--- src/sv/mfre_pkg.sv ---
// ============================================================================
// Raster engine package
// Shared command codes, the leftmost pixel bit mask and the command record.
// ============================================================================
package mfre_pkg;

    localparam logic [2:0] CMD_CLEAR = 3'd0;
    localparam logic [2:0] CMD_PIXEL = 3'd1;
    localparam logic [2:0] CMD_LINE  = 3'd2;
    localparam logic [2:0] CMD_RECT  = 3'd3;
    localparam logic [2:0] CMD_FILL  = 3'd4;
    localparam logic [2:0] CMD_CIRC  = 3'd5;
    localparam logic [2:0] CMD_READ  = 3'd6;

    localparam logic [7:0] LEFT_BIT = 8'h80;

    // One command as it travels from the front end to the back end.
    typedef struct packed {
        logic [2:0] kind;
        logic       color;
        logic [7:0] start_x;
        logic [7:0] start_y;
        logic [7:0] end_x;
        logic [7:0] end_y;
        logic [7:0] box_width;
        logic [7:0] box_height;
        logic [7:0] radius;
        logic [9:0] read_index;
    } t_cmd;

endpackage

--- src/sv/mfre_if.sv ---
// ============================================================================
// Raster engine channels
// Valid/ready channels for commands and read results.
// ============================================================================
interface mfre_cmd_if;
    logic       valid;
    logic       ready;
    logic [2:0] kind;
    logic       color;
    logic [7:0] start_x;
    logic [7:0] start_y;
    logic [7:0] end_x;
    logic [7:0] end_y;
    logic [7:0] box_width;
    logic [7:0] box_height;
    logic [7:0] radius;
    logic [9:0] read_index;
    modport source (output valid, kind, color, start_x, start_y, end_x, end_y,
                    box_width, box_height, radius, read_index, input ready);
    modport sink (input valid, kind, color, start_x, start_y, end_x, end_y,
                  box_width, box_height, radius, read_index, output ready);
endinterface


--- src/sv/mfre_front.sv ---
// ============================================================================
// Raster engine front end
// Accepts command transactions into a two-entry queue for the back end.
// ============================================================================
module mfre_front (
    input  logic          i_clk,
    input  logic          i_rst_n,
    mfre_cmd_if.sink      cmd,
    output logic          o_valid,
    output mfre_pkg::t_cmd o_cmd,
    input  logic          i_pop
);
    mfre_pkg::t_cmd r_q [2];
    logic           r_wp, r_rp;
    logic [1:0]     r_cnt;
    logic           w_push;

    assign cmd.ready = (r_cnt != 2'd2);
    assign w_push    = cmd.valid && cmd.ready;
    assign o_valid   = (r_cnt != 2'd0);
    assign o_cmd     = r_q[r_rp];

    // Queue storage.
    always_ff @(posedge i_clk) begin
        if (w_push) begin
            r_q[r_wp] <= '{kind: cmd.kind, color: cmd.color, start_x: cmd.start_x,
                           start_y: cmd.start_y, end_x: cmd.end_x, end_y: cmd.end_y,
                           box_width: cmd.box_width, box_height: cmd.box_height,
                           radius: cmd.radius, read_index: cmd.read_index};
        end
    end

    // Queue pointers and fill count.
    always_ff @(posedge i_clk) begin
        if (!i_rst_n) begin
            r_wp <= 1'b0; r_rp <= 1'b0; r_cnt <= 2'd0;
        end else begin
            if (w_push) r_wp <= ~r_wp;
            if (i_pop) r_rp <= ~r_rp;
            r_cnt <= r_cnt + {1'b0, w_push} - {1'b0, i_pop};
        end
    end

    a_cnt: assert property (@(posedge i_clk) disable iff (!i_rst_n) r_cnt != 2'd3)
        else $error("queue count overflow");
    a_pop: assert property (@(posedge i_clk) disable iff (!i_rst_n) i_pop |-> o_valid)
        else $error("pop from empty queue");
    a_full: assert property (@(posedge i_clk) disable iff (!i_rst_n)
        (r_cnt == 2'd2 && !i_pop) |=> r_cnt == 2'd2)
        else $error("full queue lost an entry");
endmodule

--- src/flat_wrapper.sv ---
// flat-port wrapper written by rule: the top's interface ports become plain ports
module mfre_front_flat 
  (i_clk, i_rst_n, o_valid, o_cmd, i_pop, cmd_valid, cmd_kind, cmd_color, cmd_start_x, cmd_start_y, cmd_end_x, cmd_end_y, cmd_box_width, cmd_box_height, cmd_radius, cmd_read_index, cmd_ready);
  mfre_cmd_if cmd_i ();
  input  logic i_clk;
  input  logic i_rst_n;
  output logic o_valid;
  output mfre_pkg::t_cmd o_cmd;
  input  logic i_pop;
  input wire logic [$bits(cmd_i.valid)-1:0] cmd_valid;
  input wire logic [$bits(cmd_i.kind)-1:0] cmd_kind;
  input wire logic [$bits(cmd_i.color)-1:0] cmd_color;
  input wire logic [$bits(cmd_i.start_x)-1:0] cmd_start_x;
  input wire logic [$bits(cmd_i.start_y)-1:0] cmd_start_y;
  input wire logic [$bits(cmd_i.end_x)-1:0] cmd_end_x;
  input wire logic [$bits(cmd_i.end_y)-1:0] cmd_end_y;
  input wire logic [$bits(cmd_i.box_width)-1:0] cmd_box_width;
  input wire logic [$bits(cmd_i.box_height)-1:0] cmd_box_height;
  input wire logic [$bits(cmd_i.radius)-1:0] cmd_radius;
  input wire logic [$bits(cmd_i.read_index)-1:0] cmd_read_index;
  output wire logic [$bits(cmd_i.ready)-1:0] cmd_ready;
  assign cmd_i.valid = cmd_valid;
  assign cmd_i.kind = cmd_kind;
  assign cmd_i.color = cmd_color;
  assign cmd_i.start_x = cmd_start_x;
  assign cmd_i.start_y = cmd_start_y;
  assign cmd_i.end_x = cmd_end_x;
  assign cmd_i.end_y = cmd_end_y;
  assign cmd_i.box_width = cmd_box_width;
  assign cmd_i.box_height = cmd_box_height;
  assign cmd_i.radius = cmd_radius;
  assign cmd_i.read_index = cmd_read_index;
  assign cmd_ready = cmd_i.ready;
  mfre_front u_core (.i_clk(i_clk), .i_rst_n(i_rst_n), .cmd(cmd_i), .o_valid(o_valid), .o_cmd(o_cmd), .i_pop(i_pop));
endmodule
--- config.mk ---
export PLATFORM = sky130hd
export DESIGN_NAME = mfre_front_flat
export DESIGN_NICKNAME = d
export VERILOG_FILES = /design/src/sv/mfre_pkg.sv /design/src/sv/mfre_if.sv /design/src/sv/mfre_front.sv /design/src/flat_wrapper.sv
export SDC_FILE = /design/constraint.sdc
export NUM_CORES = 1
export LEC_CHECK = 0
export BUFFER_PORTS_ARGS = -buffer_cell sky130_fd_sc_hd__buf_4
export CAP_MARGIN = 20
export CELL_PAD_IN_SITES_DETAIL_PLACEMENT = 0
export CELL_PAD_IN_SITES_GLOBAL_PLACEMENT = 1
export CORE_MARGIN = 2
export CORE_UTILIZATION = 45
export DETAILED_ROUTE_END_ITERATION = 8
export GPL_ROUTABILITY_DRIVEN = 0
export PLACE_DENSITY_LB_ADDON = 0.2
export RECOVER_POWER = 25
export SYNTH_ARGS = -nofsm -noshare
export SYNTH_HDL_FRONTEND = slang
export SYNTH_SLANG_ARGS = --single-unit
--- constraint.sdc ---
create_clock -name i_clk -period 3.27 [get_ports i_clk]
set_input_delay 0.4905 -clock i_clk [delete_from_list [all_inputs] [get_ports i_clk]]
set_output_delay 0.4905 -clock i_clk [all_outputs]
set_load 0.01 [all_outputs]
# Yosys cells after proc, flatten, opt, wreduce, memory -nomap -nowiden
# Memories as Yosys holds them, arrays and structs flattened. A register that Yosys moved wholly into a read port is not among the register bits.
# Index checks and enable logic that the tools add are counted.
[word_totals]
latchBits = 0
mem_count = 1
out_inout_bits = 72
elab_cells = 15
romBits = 0
inputBits = 74
ramBits = 140
register_bits = 4
[mem_list]
columns = ["name", "words", "width", "rd", "rd_clocked_by_memory_dff", "write_ports", "line_no", "text"]
rows = [
  ["u_core.r_q", 2, 70, 1, 1, 1, "mfre_front.sv:13", "mfre_pkg::t_cmd r_q [2];"],
]
[op_classes]
add_sub_neg = 2
eq_ne = 1
reduce_logical = 2
n_shift = 0
order_cmp = 0
bitwise = 2
n_div = 0
mul = 0
mux = 4
[op_table]
columns = ["cell", "n"]
rows = [
  ["$mux W1", 4],
  ["$add A2 B1 Y2", 1],
  ["$ne A2 B2 Y1 const B", 1],
  ["$not A1 Y1", 2],
  ["$reduce_bool A2 Y1", 1],
  ["$sub A2 B1 Y2", 1],
  ["$logic_and A1 B1 Y1", 1],
]

# Longest topological paths before layout
# Gate-level depths: netlist (run 1).
[logic_depth]
depth_word = 4
ltp_mapped = 5
ltp_nobuf = 5

# Worst setup path after synthesis (run 1)
# Ideal clock, no wire load.
[synth_path]
path_kind = "register to register"
startpoint = "register u_core.r_cnt[0]"
endpoint = "memory u_core.r_q[1][0] in the netlist's numbering (enable)"
period_less_slack_ns = 2.640
setup_ns = 0.436
path_buffers = 0
path_slack_ns = 0.630
path_stages_with_launch = 3
t_required_ns = 2.834
arrival_time_ns = 2.204
path_cell_list = "dfxtp_1 -> nand2b_4 -> and3_1"
[synth_via]
elab_chain_len = 4
[synth_lines]
columns = ["element", "line_no", "text"]
rows = [
  ["start, declared", "mfre_front.sv:15", "logic [1:0] r_cnt;"],
  ["start signal, assigned", "mfre_front.sv:40", "r_cnt <= r_cnt + {1'b0, w_push} - {1'b0, i_pop};"],
  ["$ne A2 B2 Y1", "mfre_front.sv:18", "assign cmd.ready = (r_cnt != 2'd2);"],
  ["net cmd_ready", "flat_wrapper.sv:21", "output wire logic [$bits(cmd_i.ready)-1:0] cmd_ready;"],
  ["$logic_and A1 B1 Y1", "mfre_front.sv:19", "assign w_push = cmd.valid && cmd.ready;"],
  ["$mux W1", "mfre_front.sv:25", "if (w_push) begin"],
  ["$mux W1 (implied by the code)", "mfre_front.sv:26", "r_q[r_wp] <= '{kind: cmd.kind, color: cmd.color, start_x: cmd.start_x,"],
  ["end, declared", "mfre_front.sv:13", ""],
]
# The timed path passes the listed nets, and every way through them passes these cells.

==> flow_summary.yaml, run 1 <==
logic_synthesis:
  synth_edf_count: 140
  netlist_area_um2: 5659
  synth_top_cell_area_share: 0.7429
  ys.flop_type: "edfxtp_1"
  ys_async_sr_fraction: 0
  postSynthCellCount: 244
  ys_warn_count: 0
  ys_seq_area_frac: 0.7606
  syn_area_per_cell_um2: 23.19
  netlist_top_cells_area: "edfxtp_1 74%, mux2_4 19%, buf_12 2.5%, dfxtp_1 1.8%, mux2i_1 0.35%"
  yosysMostFrequentCell: "edfxtp_1"
  synth_cell_types: 21
  synth_common_cells: "140 x edfxtp_1, 70 x mux2_4, 7 x buf_12"
  synth_largest_area_cell: "edfxtp_1"
  ys_ff_latch: 145
  synth_nets: 319
place:
  io_buffers: 145
  dp_hpwl_um: 6145
  post-place-ws_ps: 1296
global_route:
  grt_pass1_vias: 2647
  grt_pass1_wl_um: 13610
  globalRouteOverflowTotal: 0
  grt_use_total: 0.1418
  grt_max_degree: 71
  antenna_found_initial: 0
clocking:
  tritoncts: "built"
  cts.htree.levels: 4
  max-clock-path-buffers: 2
  clk_pin_slew_ps: 60
  cts_resized: 0
  cts_made_buffers: 17
  cts_sinks: 145
  clock_latency_ps: 410
  holdBufCountCts: 0
  clockRootBuffer: "clkbuf_16"
  post-cts-setup-buffer-count: 0
setup_path:
  endpoint_kind: "output port"
  crit_arrival_ps: 1900
  cp-start-kind: "flop"
  path_delay_family: "flip-flops"
  worst_path_most_repeated_cell: "buf_4"
  cp_slowest_cell: "dfxtp_4"
  path_cells: "buf_4 > mux2_4 > buf_4"
  critPathBufInv: 2
  cp_max_fo: 21
  required_ps: 2780
  cpPeakStageDelay_ps: 570
  crit_type: "flop to output port"
die:
  start_util: 0.4653
  dieHeight_um: 116.1
  die_area_um2: 13490
  fp.coreArea_um2: 12160
  fp-row-count: 40
  die_w_um: 116.1
  pin_count: 146
final_layout:
  nNetsFinal: 479
  diodes: 0
  syn_to_final_growth_pct: 30.47
  drive_above_1_share: 0.5851
  n_fill_cell: 924
detailed_routing:
  antenna_left: 0
  firstDrtPassIters: 4
  via_per_inst: 4.595
  drt-total-wl_um: 9113
  vias: 2688
  drtIter0Drc: 130
  wire_per_inst_um: 15.58
  remaining_drc_errors: 0
timing:
  setup_ws_ps: 882.1
  maxSlewViolCount: 0
  fin_skew_ps: 12.46
  rsz0062_at_grt: "no"
  fmax_mhz: 418.8
  max-slew-margin-rel: 0.3501
  min_period_ps: 2388
  hold_violations: 0
  setup_violations: 0
  fin_crit_sh: 0.7303
  worstMarginPinSlew_ps: 974.8
  setup_tns_ps: 0
pwr:
  total_power_mw: 4.672
  p_leak_nw: 2.878
  power_per_cell_area_nw_per_um2: 632.8
  irDropWorstVdd_mv: 0.3111
hold_path:
  worstHoldPathType: "input port to flop"
job:
  drv_cap: 0
outcome:
  status: "finished clean"
-- per-layer routing --
metal | global-route usage | up-vias | wire, um | share of wire
li1 | - | 1287 | - | -
met1 | 0.1706 | 1292 | 3742 | 0.41
met2 | 0.2253 | 100 | 4588 | 0.50
met3 | 0.05605 | 9 | 665 | 0.073
met4 | 0.06825 | 0 | 116 | 0.013
met5 | 0 | - | 0 | 0
-- logic make-up (layout without fill, tap and decap cells) --
family	after synthesis	count (layout)	synth area share
and+or+nand+nor	11	11	0.01305
xor gates and xnor gates	1	1	0.001548
muxes	72	72	0.1893
adders and majority gates	1	1	0.002211
buffers and inverters	10	183	0.02808
AOI/OAI and AO/OA	4	4	0.005306
DFF	145	145	0.7606
-- state kept, by name (all words and copies together) (netlist names), named ones only --
signal,count
u_core.r_q,140
u_core.r_cnt,2
u_core.r_wp,1
u_core.r_rp,1
-- cell usage in the layout (no fill, tap or decap) --
cell        count
clkinv_2        1
inv_6           2
and2b_1         1
clkinvlp_4      6
o21a_1          1
xor2_1          1
a21bo_2         1
dfxtp_1         4
and2_1          2
buf_4          97
nand3b_1        1
mux2_4         70
a21oi_1         1
and3_4          1
clkbuf_4       41
mux2i_1         2
buf_12          2
clkinv_4        1
or2_2           1
edfxtp_1      140
clkinv_1        2
bufinv_16       1
inv_2           1
and3_1          1
nand2_1         2
clkbuf_16      17
nand2b_4        1
inv_1           1
a21boi_1        1
ha_1            1
clkbuf_1       11
nand2b_1        1
dfxtp_4         1
-- metrics by stage --
stage	util	std cells	cell area, um2	hold slack (ps)
after floorplan	-	244	5659	518.0
after global placement	0.5649	553	6870	565.3
after detailed placement	0.5649	553	6870	573.7
after CTS	0.6099	585	7417	244.3
after global routing	0.6071	585	7383	254.1
final	0.6071	585	7383	275.5
-- report_power, final --
| group | internal (mW) | switching, mW | total [mW] | leakage, nW |
|---|---|---|---|---|
| registers | 2.21 | 0.0503 | 2.26 | 1.35 |
| logic | 0.390 | 0.283 | 0.673 | 1.28 |
| clock network | 1.04 | 0.698 | 1.74 | 0.247 |
-- layout make-up --
class / instances / area [um2] / share of cell area
clock buffers: 19 / 432.9 / 0.05863
clock inverters: 13 / 113.9 / 0.01542
inverters: 2 / 7.507 / 0.001017
multi-input cells: 89 / 1201 / 0.1627
flip-flops and latches: 145 / 4308 / 0.5835
well taps: 168 / 210.2 / 0.02847
repair buffers: 149 / 1110 / 0.1503
-- final timing paths --
kind,startpoint,end,slack (ps),depth (start not counted)
max,flop,o_cmd[44],880,3
min reg2reg,u_core.r_wp,u_core.r_wp,580,2
max reg2reg,u_core.r_cnt[0],u_core.r_q[1][31],1460,2
min,cmd_box_width[2],u_core.r_q[0][28],280,1
Note: power is estimated with default switching activity, not from simulation.
==> inputs of run 2 (changes only) <==
- ABC_AREA: default -> 1
- CORE_UTILIZATION: 45 -> 40
- clock period: 3.27 -> 2.03 ns (I/O delays scaled with it)
==> flow_summary.yaml, run 2 <==
clocking:
  holdBufCountCts: 0
  cts_resized: 0
  clk_pin_slew_ps: 50
  cts.htree.levels: 4
  post-cts-setup-buffer-count: 0
  clock_latency_ps: 400
  cts_sinks: 145
  max-clock-path-buffers: 2
  clockRootBuffer: "clkbuf_16"
  tritoncts: "built"
  cts_made_buffers: 17
timing:
  fmax_mhz: 534.8
  setup_ws_ps: 160.1
  hold_violations: 0
  fin_skew_ps: 3.414
  rsz0062_at_grt: "no"
  min_period_ps: 1870
  max-slew-margin-rel: 0.7222
  worstMarginPinSlew_ps: 416.7
  fin_crit_sh: 0.9211
  maxSlewViolCount: 0
  setup_violations: 0
detailed_routing:
  vias: 2761
  wire_per_inst_um: 16.00
  via_per_inst: 4.564
  antenna_left: 0
  firstDrtPassIters: 6
  drtIter0Drc: 179
  drt-total-wl_um: 9679
  remaining_drc_errors: 0
global_route:
  grt_pass1_wl_um: 14440
  grt_max_degree: 41
  globalRouteOverflowTotal: 0
  grt_pass1_vias: 2762
  antenna_found_initial: 0
  grt_use_total: 0.1338
pwr:
  p_leak_nw: 2.945
  total_power_mw: 7.650
  irDropWorstVdd_mv: 0.7327
  power_per_cell_area_nw_per_um2: 1025
final_layout:
  n_fill_cell: 1104
  diodes: 0
  largest_register: "u_core.r_q"
  largest_register_ffs: 140
  nNetsFinal: 487
  reg_top3: "u_core.r_q x140, u_core.r_cnt x2"
  regArea_um2: 4308
  syn_to_final_growth_pct: 32.73
  fin_area_um2: 7463
  drive_above_1_share: 0.5953
  mostFrequentLayoutCell: "edfxtp_1"
  layout_common_cells: "140 x edfxtp_1, 101 x buf_4, 70 x mux2_4, 43 x clkbuf_4, 17 x clkbuf_16"
  multiInputGateArea_um2: 1167
logic_synthesis:
  syn_area_per_cell_um2: 22.58
  ys_seq_area_frac: 0.7655
  synth_edf_count: 140
  yosysMostFrequentCell: "edfxtp_1"
  ys_warn_count: 0
  ys_ff_latch: 145
  netlist_area_um2: 5623
  synth_cell_types: 13
  synth_largest_area_cell: "edfxtp_1"
  ys.flop_type: "edfxtp_1"
  ys_async_sr_fraction: 0
  synth_common_cells: "140 x edfxtp_1, 70 x mux2_4, 9 x nand2_1"
  synth_top_cell_area_share: 0.7477
  postSynthCellCount: 249
  netlist_top_cells_area: "edfxtp_1 75%, mux2_4 19%, buf_12 2.5%, dfxtp_1 1.8%, nand2_1 0.60%"
  synth_nets: 324
die:
  fp-row-count: 43
  fp.coreArea_um2: 13830
  die_area_um2: 15020
  die_w_um: 122.6
  pin_count: 146
  dieHeight_um: 122.6
  start_util: 0.4067
setup_path:
  cp_max_fo: 15
  required_ps: 1730
  worst_path_most_repeated_cell: "buf_4"
  critPathBufInv: 2
  cp-start-kind: "flop"
  cpPeakStageDelay_ps: 380
  cp_slowest_cell: "dfxtp_4"
  crit_arrival_ps: 1570
  crit_type: "flop to output port"
  path_delay_family: "buffers and inverters"
  path_cells: "buf_4 > mux2_4 > buf_4"
  endpoint_kind: "output port"
outcome:
  status: "finished clean"
place:
  dp_hpwl_um: 6320
  post-place-ws_ps: 555.8
  io_buffers: 145
  place_area_um2: 6923
hold_path:
  worstHoldPathType: "input port to flop"
job:
  drv_cap: 0
run 2: cell types whose count changed after synthesis, sizes merged, moves of 2 or more:
cell and change:
and3 -2, nand2 +7, and2 -2, nand2b -2
inv +2, mux2i -2, nor2 +8
run 2: report_power, final:
part           switching [mW]  internal, mW
registers              0.0699          3.59
clock network            1.09          1.77
logic                   0.501         0.621
total                    1.66          5.99
run 2: cells by family after synthesis:
logic type | Yosys count | synth area share
xor gates and xnor gates | 1 | 0.001558
adders and majority gates | 1 | 0.002225
muxes | 70 | 0.1869
and+or+nand+nor | 19 | 0.01335
buffers and inverters | 12 | 0.02959
AOI/OAI and AO/OA | 1 | 0.0008892
DFF | 145 | 0.7655
run 2: cell type report:
| type | count | share of cell area |
|---|---|---|
| Sequential cell | 145 | 0.5772 |
| Timing Repair Buffer | 152 | 0.1598 |
| Multi-Input combinational cell | 92 | 0.1564 |
| Clock buffer | 18 | 0.05750 |
| Tap cell | 180 | 0.03018 |
| Clock inverter | 14 | 0.01643 |
| Inverter | 4 | 0.002515 |
run 2: final timing paths:
path	from	endpoint	slack, ps	cells past startpoint
worst min register to register	u_core.r_rp	flop	500	2
worst max-delay path	flop	o_cmd[21]	160	3
worst min-delay path	cmd_start_x[4]	u_core.r_q[0][62]	90	1
worst max register to register	u_core.r_cnt[0]	u_core.r_q[1][41]	580	7
run 2: layer usage:
layer  global-route usage  vias to the layer above  share of wire
li1                     -                     1297              -
met1               0.1685                     1343           0.42
met2               0.2063                      108           0.49
met3              0.05019                       13          0.077
met4              0.06034                        0          0.014
met5                    0                        -              0
run 2: metrics by stage:
step                      setup TNS, ps  hold slack [ps]  utilization  std cells
after global routing                  0            66.53       0.5398        605
after detailed placement              0            487.9       0.5007        573
final                                 0            85.94       0.5398        605
after CTS                             0            55.70       0.5406        605
after global placement                0            480.3       0.5007        573
after floorplan                   -3673            403.4            -        249
